**config.mk**
```make
export PLATFORM = sky130hd
export DESIGN_NAME = vector3_euclidean_norm
export DESIGN_NICKNAME = d
export VERILOG_FILES = /design/src/hdl/v3n_pkg.sv /design/src/hdl/v3n_front.sv /design/src/hdl/v3n_fifo.sv /design/src/hdl/v3n_root.sv /design/src/hdl/vector3_euclidean_norm.sv
export SDC_FILE = /design/constraint.sdc
export NUM_CORES = 2
export LEC_CHECK = 0
export BUFFER_PORTS_ARGS = -buffer_cell sky130_fd_sc_hd__buf_2
export CORE_AREA = 4 4 319 321
export CTS_CLUSTER_SIZE = 25
export DETAILED_ROUTE_END_ITERATION = 16
export DIE_AREA = 0 0 323 325
export PLACE_DENSITY = 0.84
export SLEW_MARGIN = 15
export SYNTH_ARGS = -nofsm -noshare
export SYNTH_HDL_FRONTEND = slang
export SYNTH_SLANG_ARGS = --single-unit
```
**constraint.sdc**
```tcl
create_clock -name clk -period 27.1 [get_ports clk]
set_clock_uncertainty 0.2 [all_clocks]
set_input_delay 5.42 -clock clk [delete_from_list [all_inputs] [get_ports clk]]
set_output_delay 5.42 -clock clk [all_outputs]
set_load 0.005 [all_outputs]
```
**src/hdl/v3n_pkg.sv**
```systemverilog
`default_nettype none

package v3n_pkg;

	localparam int COMP_WIDTH_DEF = 16;
	localparam int FIFO_DEPTH_DEF = 4;

endpackage

`default_nettype wire

```
**src/hdl/v3n_front.sv**
```systemverilog
`default_nettype none

module v3n_front #(
	parameter int COMP_WIDTH = v3n_pkg::COMP_WIDTH_DEF
) (
	input  wire logic                          clk,
	input  wire logic                          arst_n,
	input  wire logic                          in_valid,
	output logic                               in_ready,
	input  wire logic signed [COMP_WIDTH-1:0]  comp_x,
	input  wire logic signed [COMP_WIDTH-1:0]  comp_y,
	input  wire logic signed [COMP_WIDTH-1:0]  comp_z,
	output logic                               sum_valid,
	input  wire logic                          sum_ready,
	output logic [2*COMP_WIDTH-1:0]            sum
);
	import v3n_pkg::*;

	localparam int W  = COMP_WIDTH;
	localparam int SW = 2 * COMP_WIDTH;

	logic          en;
	logic [W-1:0]  ux, uy, uz;
	logic [W-1:0]  ax, ay, az;
	logic [SW+1:0] sum_w;

	logic          vld_s1, vld_s2, vld_s3;
	logic [W-1:0]  abs_x_s1, abs_y_s1, abs_z_s1;
	logic [SW-1:0] sq_x_s2, sq_y_s2, sq_z_s2;
	logic [SW-1:0] sum_s3;

	assign en       = !vld_s3 || sum_ready;
	assign in_ready = en;

	assign ux = comp_x;
	assign uy = comp_y;
	assign uz = comp_z;
	assign ax = ux[W-1] ? (~ux + {{(W-1){1'b0}}, 1'b1}) : ux;
	assign ay = uy[W-1] ? (~uy + {{(W-1){1'b0}}, 1'b1}) : uy;
	assign az = uz[W-1] ? (~uz + {{(W-1){1'b0}}, 1'b1}) : uz;

	assign sum_w = {2'b00, sq_x_s2} + {2'b00, sq_y_s2} + {2'b00, sq_z_s2};

	always_ff @(posedge clk or negedge arst_n) begin
		if (!arst_n) begin
			vld_s1 <= 1'b0;
			vld_s2 <= 1'b0;
			vld_s3 <= 1'b0;
		end else if (en) begin
			vld_s1 <= in_valid;
			vld_s2 <= vld_s1;
			vld_s3 <= vld_s2;
		end
	end

	always_ff @(posedge clk) begin
		if (en) begin
			abs_x_s1 <= ax;
			abs_y_s1 <= ay;
			abs_z_s1 <= az;
			sq_x_s2  <= abs_x_s1 * abs_x_s1;
			sq_y_s2  <= abs_y_s1 * abs_y_s1;
			sq_z_s2  <= abs_z_s1 * abs_z_s1;
			sum_s3   <= sum_w[SW-1:0];
		end
	end

	assign sum_valid = vld_s3;
	assign sum       = sum_s3;

	a_accept_enters: assert property (@(posedge clk) disable iff (!arst_n)
		(in_valid && in_ready) |=> vld_s1)
		else $error("Accepted transaction did not enter the first stage.");

endmodule

`default_nettype wire

```
**src/hdl/v3n_fifo.sv**
```systemverilog
`default_nettype none

module v3n_fifo #(
	parameter int DATA_W = 2 * v3n_pkg::COMP_WIDTH_DEF,
	parameter int DEPTH  = v3n_pkg::FIFO_DEPTH_DEF
) (
	input  wire logic              clk,
	input  wire logic              arst_n,
	input  wire logic              push_valid,
	output logic                   push_ready,
	input  wire logic [DATA_W-1:0] push_data,
	output logic                   pop_valid,
	input  wire logic              pop_ready,
	output logic [DATA_W-1:0]      pop_data
);
	import v3n_pkg::*;

	localparam int PTR_W = (DEPTH > 1) ? $clog2(DEPTH) : 1;
	localparam int CNT_W = $clog2(DEPTH + 1);
	localparam logic [PTR_W-1:0] LAST = PTR_W'(DEPTH - 1);
	localparam logic [CNT_W-1:0] FULL = CNT_W'(DEPTH);

	logic [DATA_W-1:0] mem_q [DEPTH];
	logic [PTR_W-1:0]  wr_q, rd_q;
	logic [CNT_W-1:0]  count_q;
	logic              push, pop;

	assign push_ready = (count_q != FULL);
	assign pop_valid  = (count_q != '0);
	assign push       = push_valid && push_ready;
	assign pop        = pop_valid && pop_ready;
	assign pop_data   = mem_q[rd_q];

	always_ff @(posedge clk or negedge arst_n) begin
		if (!arst_n) begin
			wr_q    <= '0;
			rd_q    <= '0;
			count_q <= '0;
		end else begin
			if (push) begin
				wr_q <= (wr_q == LAST) ? '0 : wr_q + 1'b1;
			end
			if (pop) begin
				rd_q <= (rd_q == LAST) ? '0 : rd_q + 1'b1;
			end
			if (push && !pop) begin
				count_q <= count_q + 1'b1;
			end else if (pop && !push) begin
				count_q <= count_q - 1'b1;
			end
		end
	end

	always_ff @(posedge clk) begin
		if (push) begin
			mem_q[wr_q] <= push_data;
		end
	end

	a_count_bound: assert property (@(posedge clk) disable iff (!arst_n)
		count_q <= FULL)
		else $error("Queue count exceeds its depth.");

	a_count_up: assert property (@(posedge clk) disable iff (!arst_n)
		(push && !pop) |=> (count_q == $past(count_q) + 1'b1))
		else $error("Queue count did not follow a lone push.");

	a_count_down: assert property (@(posedge clk) disable iff (!arst_n)
		(pop && !push) |=> (count_q == $past(count_q) - 1'b1))
		else $error("Queue count did not follow a lone pop.");

endmodule

`default_nettype wire

```
**src/hdl/v3n_root.sv**
```systemverilog
`default_nettype none

module v3n_root #(
	parameter int COMP_WIDTH = v3n_pkg::COMP_WIDTH_DEF
) (
	input  wire logic                    clk,
	input  wire logic                    arst_n,
	input  wire logic                    rad_valid,
	output logic                         rad_ready,
	input  wire logic [2*COMP_WIDTH-1:0] rad,
	output logic                         out_valid,
	input  wire logic                    out_ready,
	output logic [COMP_WIDTH-1:0]        magnitude
);
	import v3n_pkg::*;

	localparam int W  = COMP_WIDTH;
	localparam int SW = 2 * COMP_WIDTH;

	logic en;

	logic [W:0]    rem_s  [W];
	logic [W-1:0]  root_s [W];
	logic [SW-1:0] rad_s  [W];
	logic [W-1:0]  vld_s;

	logic [W:0]    prev_rem  [W];
	logic [W-1:0]  prev_root [W];
	logic [SW-1:0] prev_rad  [W];
	logic [W-1:0]  prev_vld;

	assign en        = !vld_s[W-1] || out_ready;
	assign rad_ready = en;

	for (genvar k = 0; k < W; k++) begin : g_stage
		logic [W+2:0] cur;
		logic [W+2:0] trial;
		logic [W+2:0] diff;
		logic         ge;

		if (k == 0) begin : g_first
			assign prev_rem[k]  = '0;
			assign prev_root[k] = '0;
			assign prev_rad[k]  = rad;
			assign prev_vld[k]  = rad_valid;
		end else begin : g_next
			assign prev_rem[k]  = rem_s[k-1];
			assign prev_root[k] = root_s[k-1];
			assign prev_rad[k]  = rad_s[k-1];
			assign prev_vld[k]  = vld_s[k-1];
		end

		assign cur   = {prev_rem[k], prev_rad[k][SW-1:SW-2]};
		assign trial = {1'b0, prev_root[k], 2'b01};
		assign ge    = (cur >= trial);
		assign diff  = cur - trial;

		always_ff @(posedge clk or negedge arst_n) begin
			if (!arst_n) begin
				vld_s[k] <= 1'b0;
			end else if (en) begin
				vld_s[k] <= prev_vld[k];
			end
		end

		always_ff @(posedge clk) begin
			if (en) begin
				rem_s[k]  <= ge ? diff[W:0] : cur[W:0];
				root_s[k] <= {prev_root[k][W-2:0], ge};
				rad_s[k]  <= {prev_rad[k][SW-3:0], 2'b00};
			end
		end
	end

	assign out_valid = vld_s[W-1];
	assign magnitude = root_s[W-1];

	a_stall_holds: assert property (@(posedge clk) disable iff (!arst_n)
		(out_valid && !out_ready) |=> $stable(vld_s))
		else $error("Root pipeline moved while its output was stalled.");

endmodule

`default_nettype wire

```
**src/hdl/vector3_euclidean_norm.sv**
```systemverilog
// Channel   Valid / Ready           Payload
// input     in_valid / in_ready     comp_x, comp_y, comp_z (signed)
// output    out_valid / out_ready   magnitude (unsigned)
//
// One transaction per cycle is sustained while the output is not stalled; a result
// passes through three front stages, the first loading at the accepting edge, the
// queue, and one root stage per result bit.
// Reset clears only valid bits, queue pointers and count; no clearing pass is needed.
// A stalled output freezes the root pipeline; the front keeps accepting while the
// queue has room, and in_ready falls once the last front stage holds a transaction
// that the full queue cannot take.
`default_nettype none

module vector3_euclidean_norm #(
	parameter int COMP_WIDTH = v3n_pkg::COMP_WIDTH_DEF,
	parameter int FIFO_DEPTH = v3n_pkg::FIFO_DEPTH_DEF
) (
	input  wire logic                          clk,
	input  wire logic                          arst_n,
	input  wire logic                          in_valid,
	output logic                               in_ready,
	input  wire logic signed [COMP_WIDTH-1:0]  comp_x,
	input  wire logic signed [COMP_WIDTH-1:0]  comp_y,
	input  wire logic signed [COMP_WIDTH-1:0]  comp_z,
	output logic                               out_valid,
	input  wire logic                          out_ready,
	output logic [COMP_WIDTH-1:0]              magnitude
);
	import v3n_pkg::*;

	localparam int SW = 2 * COMP_WIDTH;

	logic          f_valid, f_ready;
	logic [SW-1:0] f_sum;
	logic          q_valid, q_ready;
	logic [SW-1:0] q_sum;

	v3n_front #(
		.COMP_WIDTH(COMP_WIDTH)
	) u_front (
		.clk       (clk),
		.arst_n    (arst_n),
		.in_valid  (in_valid),
		.in_ready  (in_ready),
		.comp_x    (comp_x),
		.comp_y    (comp_y),
		.comp_z    (comp_z),
		.sum_valid (f_valid),
		.sum_ready (f_ready),
		.sum       (f_sum)
	);

	v3n_fifo #(
		.DATA_W (SW),
		.DEPTH  (FIFO_DEPTH)
	) u_fifo (
		.clk        (clk),
		.arst_n     (arst_n),
		.push_valid (f_valid),
		.push_ready (f_ready),
		.push_data  (f_sum),
		.pop_valid  (q_valid),
		.pop_ready  (q_ready),
		.pop_data   (q_sum)
	);

	v3n_root #(
		.COMP_WIDTH(COMP_WIDTH)
	) u_root (
		.clk       (clk),
		.arst_n    (arst_n),
		.rad_valid (q_valid),
		.rad_ready (q_ready),
		.rad       (q_sum),
		.out_valid (out_valid),
		.out_ready (out_ready),
		.magnitude (magnitude)
	);

endmodule

`default_nettype wire

```
* After elaboration in Yosys (flattened, before gate mapping)
Memories as Yosys holds them, arrays and structs flattened. Cells that the tools add are included.
Word-level totals: register bits after elaboration 202, memories kept 4, output and inout port bits 18, logic and storage cells 125, bits in writable memories 1136, bits of input ports 52
Cells by class: muxes and demuxes 27, $add $sub $neg 25, magnitude comparators 16, equality and inequality tests 3, multiply operators 3, bitwise operators 3, reduce and logical (&&, ||, !) cells 12
Memories:
- u_root.rad_s | words 16, bits a word 30, rd ports 15, clocked after memory_dff 0, wr ports 16, line v3n_root.sv:24 | logic [SW-1:0] rad_s [W];
- u_root.rem_s | words 16, bits a word 17, rd ports 15, clocked after memory_dff 0, wr ports 16, line v3n_root.sv:22 | logic [W:0] rem_s [W];
- u_root.root_s | words 16, bits a word 16, rd ports 16, clocked after memory_dff 0, wr ports 16, line v3n_root.sv:23 | logic [W-1:0] root_s [W];
- u_fifo.mem_q | words 4, bits a word 32, rd ports 1, clocked after memory_dff 0, wr ports 1, line v3n_fifo.sv:23 | logic [DATA_W-1:0] mem_q [DEPTH];
Operators with widths (count):
- $ge 19x18->1 | 15
- $mux 17 | 16
- $sub 17x17->17 | 15
- $mul 16x16->32 | 3
- $add 32x32->32 | 2
- $add 16x1->16 const B | 3
- $not 16->16 | 3
- $mux 15 | 3
- $mux 3 | 2
- $add 2x1->2 const B | 2
- $eq 2x2->1 const B | 2
- $logic_and 1x1->1 | 4
- $logic_not 1->1 | 4
- $mux 1 | 4
- $mux 2 | 2
- $add 3x1->3 const B | 1
- $ne 3x3->1 const B | 1
- $reduce_bool 3->1 | 1
- $sub 2x1->3 const B | 1
- $sub 3x1->3 const B | 1
- $ge 2x1->1 const B | 1
- $logic_or 1x1->1 | 2
- $reduce_bool 2->1 | 1

* Depth between registers and ports, before layout
word-level depth 6, mapped depth 26

* Modules after synthesis
Synthesis repeated with hierarchy kept, for this count alone.
Second synthesis, totals: cell total of the unflattened synthesis 5516, area total of the unflattened synthesis 65178.8 um2
Modules (own cells, without submodules):
- v3n_front | times used 1, cells an instance 3117, sequential area each 5270.1 um2, area each 30573.1 um2
- v3n_root | times used 1, cells an instance 2194, sequential area each 18808.0 um2, area each 29499.5 um2
- v3n_fifo | times used 1, cells an instance 205, sequential area each 4018.9 um2, area each 5106.1 um2

* Least setup slack after synthesis
OpenSTA, ideal clock, no wires.
path kind input to register, start point input out_ready, end point register u_root.vld_s[11], in the netlist u_root.prev_vld[12], arrival 24.747 ns, required time 26.742 ns, cell stages on the path 4, slack 1.994 ns, library setup time 0.158 ns, path through nand2b_1 clkbuf_1 buf_1 mux2_2
On the way: longest elaborated chain between the ends 1
Ends and longest elaborated chain:
- start, declared | line vector3_euclidean_norm.sv:26 | input wire logic out_ready,
- $logic_or 1x1->1 | line v3n_root.sv:32 | assign en = !vld_s[W-1] || out_ready;
- end signal, assigned by index | line v3n_root.sv:62 | vld_s[k] <= prev_vld[k];
- end, declared | line v3n_root.sv:25 | logic [W-1:0] vld_s;
No other way between the ends. A chain may end at the register's enable or synchronous reset.

==> impl_metrics.env <==
export IMPL_setup_slack_ps=18590
export IMPL_core_area_mm2=0.09928
export IMPL_start_kind="input port"
export IMPL_clock_sinks=940
export IMPL_port_buffers=69
export IMPL_ys_seq_area_share_pct=44.02
export IMPL_pre_cts_slack_ps=17850
export IMPL_maxSlewViolCount=0
export IMPL_crit_type="in -> reg"
export IMPL_nets=6555
export IMPL_cts_resized=0
export IMPL_syn2layout_area_growth_pct=7.848
export IMPL_ant_nets=0
export IMPL_status="complete, no violations"
export IMPL_drt_wl_total_um=124000
export IMPL_vias=39356
export IMPL_arrival_ps=8630
export IMPL_antennaDiodeCount=0
export IMPL_hold_viol=0
export IMPL_multi_input_area_mm2=0.03155
export IMPL_grt_pass1_vias=41837
export IMPL_grt_total_usage_pct=24.21
export IMPL_ios=70
export IMPL_final_seq_area_mm2=0.02810
export IMPL_clk_insertion_delay_late_ps=720
export IMPL_dieArea_mm2=0.1050
export IMPL_yosys_warnings=0
export IMPL_worstSetupEndpointType="flip-flop"
export IMPL_die_y_um=325
export IMPL_setup_tns_ps=0
export IMPL_netlist_area_mm2=0.06383
export IMPL_clk_path_buf_depth=3
export IMPL_wl_per_cell_um=18.06
export IMPL_die_w_um=323
export IMPL_crit_path_max_fanout=88
export IMPL_cts_htree_levels=3
export IMPL_drt_iter0_drc=3026
export IMPL_place_gp_congestion=0.9040
export IMPL_cts_buffers=97
export IMPL_finalSetupViolCount=0
export IMPL_drive_gt1_share_pct=6.716
export IMPL_synth_seq_cells=940
export IMPL_fin_crit_ps=8515
export IMPL_whs_ps=186.9
export IMPL_relSlewSlack_pct=22.57
export IMPL_viasPerCell=5.731
export IMPL_worst_slew_pin_slew_ps=1158
export IMPL_start_util_pct=64.30
export IMPL_syn_nets=6502
export IMPL_rsz0062_at_grt="false"
export IMPL_maxCapViolCount=0
export IMPL_drc_errors=0
export IMPL_grt_ovfl_total=0
export IMPL_synth_edf_count=914
export IMPL_synthArstFlopShare_pct=2.766
export IMPL_place_detailed_hpwl_um=90520
export IMPL_cts_tree="yes"
export IMPL_hp_class="reg -> reg"
export IMPL_dr_pass1_iters=6
export IMPL_antenna_found_initial=0
export IMPL_grt_max_degree=197
export IMPL_cts_root_buffer="clkbuf_16"
export IMPL_yosys_most_used_dff="edfxtp_1"
export IMPL_required_ps=27220
export IMPL_cts_setup_buffers=0
export IMPL_finalCritPeriodShare_pct=31.42
export IMPL_rows=116
export IMPL_syn_avg_cell_area_um2=11.75
export IMPL_fillers=6617
export IMPL_hold_buffers=0
export IMPL_yosysUniqueCellTypes=87
export IMPL_grt_pass1_wl_um=205700
export IMPL_netlist_instances=5433
export IMPL_fmax_mhz=117.4
export IMPL_clkSlewWorstSetupHoldPaths_ps=60
==> layout by cell type, fill, tap and decap left out, drive strengths merged, types with 41 or more instances in the layout <==
cell type	instances
ha	497
nor2b	59
fa	520
clkbuf	111
a21oi	250
mux2	46
xnor2	221
and2	134
edfxtp	914
inv	987
nor3	57
nand3	58
a21o	118
buf	84
xor2	126
nor2	236
o21a	41
nand2b	53
nand2	386
clkinv	42
o21ai	189
==> stage by stage <==
step / cells / cell area (um^2) / utilization [%]
2_1_floorplan: 5433 / 63830 / -
3_3_place_gp: 6685 / 65420 / 65.90
3_5_place_dp: 6685 / 65420 / 65.90
4_1_cts: 6867 / 68840 / 69.34
5_1_grt: 6867 / 68840 / 69.34
6_report: 6867 / 68840 / 69.34
==> cells in the mapped netlist, drive strengths merged (10+ instances only) <==
cell type	count	area, um^2
a211oi	18	152.7
and3	22	137.6
o31ai	23	172.7
o21bai	17	127.6
o21ai	189	953.4
o211ai	14	110.1
clkbuf	109	409.1
inv	977	3672
xnor2	221	1936
mux2	46	518.0
nor2b	59	369.1
a21o	118	885.9
nand3	58	290.3
ha	497	6218
nor4	28	190.2
or3	27	173.9
nor2	236	888.4
buf	21	120.1
nand4	37	231.5
nand3b	10	87.58
dfrtp	26	650.6
nand2	386	1449
fa	520	10410
or2	23	143.9
edfxtp	914	27450
xor2	126	1104
or4	14	112.6
a21oi	250	1255
o21a	41	307.8
nor3	57	295.3
a31oi	16	100.1
mux4	32	720.7
and2	134	840.8
nand2b	53	331.6
a31o	12	105.1
==> cell type report <==
class / count / share of cell area (%)
Multi-Input combinational cell: 3386 / 45.83
Sequential cell: 940 / 40.82
Inverter: 977 / 5.334
Clock buffer: 111 / 3.633
Tap cell: 1298 / 2.359
Clock inverter: 71 / 1.340
Timing Repair Buffer: 84 / 0.6834
==> metal layers <==
layer	share of wire [%]	GRT usage, %	vias up
li1	-	-	18429
met1	38	28.58	19383
met2	53	43.84	1167
met3	4.7	3.167	377
met4	4.9	11.34	0
met5	0	0	-
==> critical path, stage by stage <==
cell,delay (ps)
buf_2,70
nand2b_4,500
buf_4,750
buf_4,810
buf_4,920
==> state kept, by name (all words and copies together), names as in the netlist, 31 cells and up <==
signal / cells
u_root.rem_s: 237
u_front.sq_x_s2: 31
u_front.sq_z_s2: 31
u_root.rad_s: 240
u_front.sq_y_s2: 31
u_front.sum: 32
u_root.root_s: 136
u_fifo.mem_q: 128
==> kinds of logic after synthesis <==
kind of cell	Yosys count	share of synthesized area (%)
adder cells (fa/ha/maj)	1017	26.05
other	1	0.005875
multiplexers	85	2.050
AO/OA/AOI/OAI	778	7.656
flip-flops	940	44.02
XOR/XNOR	347	4.761
buffers and inverters	1107	6.582
AND/OR/NAND/NOR	1158	8.876
==> final timing paths <==
path	from	endpoint	slack (ps)	depth (start not counted)
worst max register to register	u_front.abs_z_s1[9]$_DFFE_PP_	u_front.sq_z_s2[29]$_DFFE_PP_	19950	23
worst min register to register	u_root.rad_s[0][70]$_DFFE_PN_	u_root.rad_s[0][102]$_DFFE_PN_	190	0
worst max-delay path	out_ready	u_root.root_s[1][107]$_DFFE_PN_	18590	5
max in group asynchronous	arst_n	u_fifo.rd_q[0]$_DFFE_PN0P_	21720	1
min in group asynchronous	arst_n	u_root.out_valid$_DFFE_PN0N_	4550	1
worst min-delay path	u_root.rad_s[0][70]$_DFFE_PN_	u_root.rad_s[0][102]$_DFFE_PN_	190	0
Power is left out: the tool's default activity adds up to more than one toggle a clock period on the data nets, which glitch-free logic cannot reach.
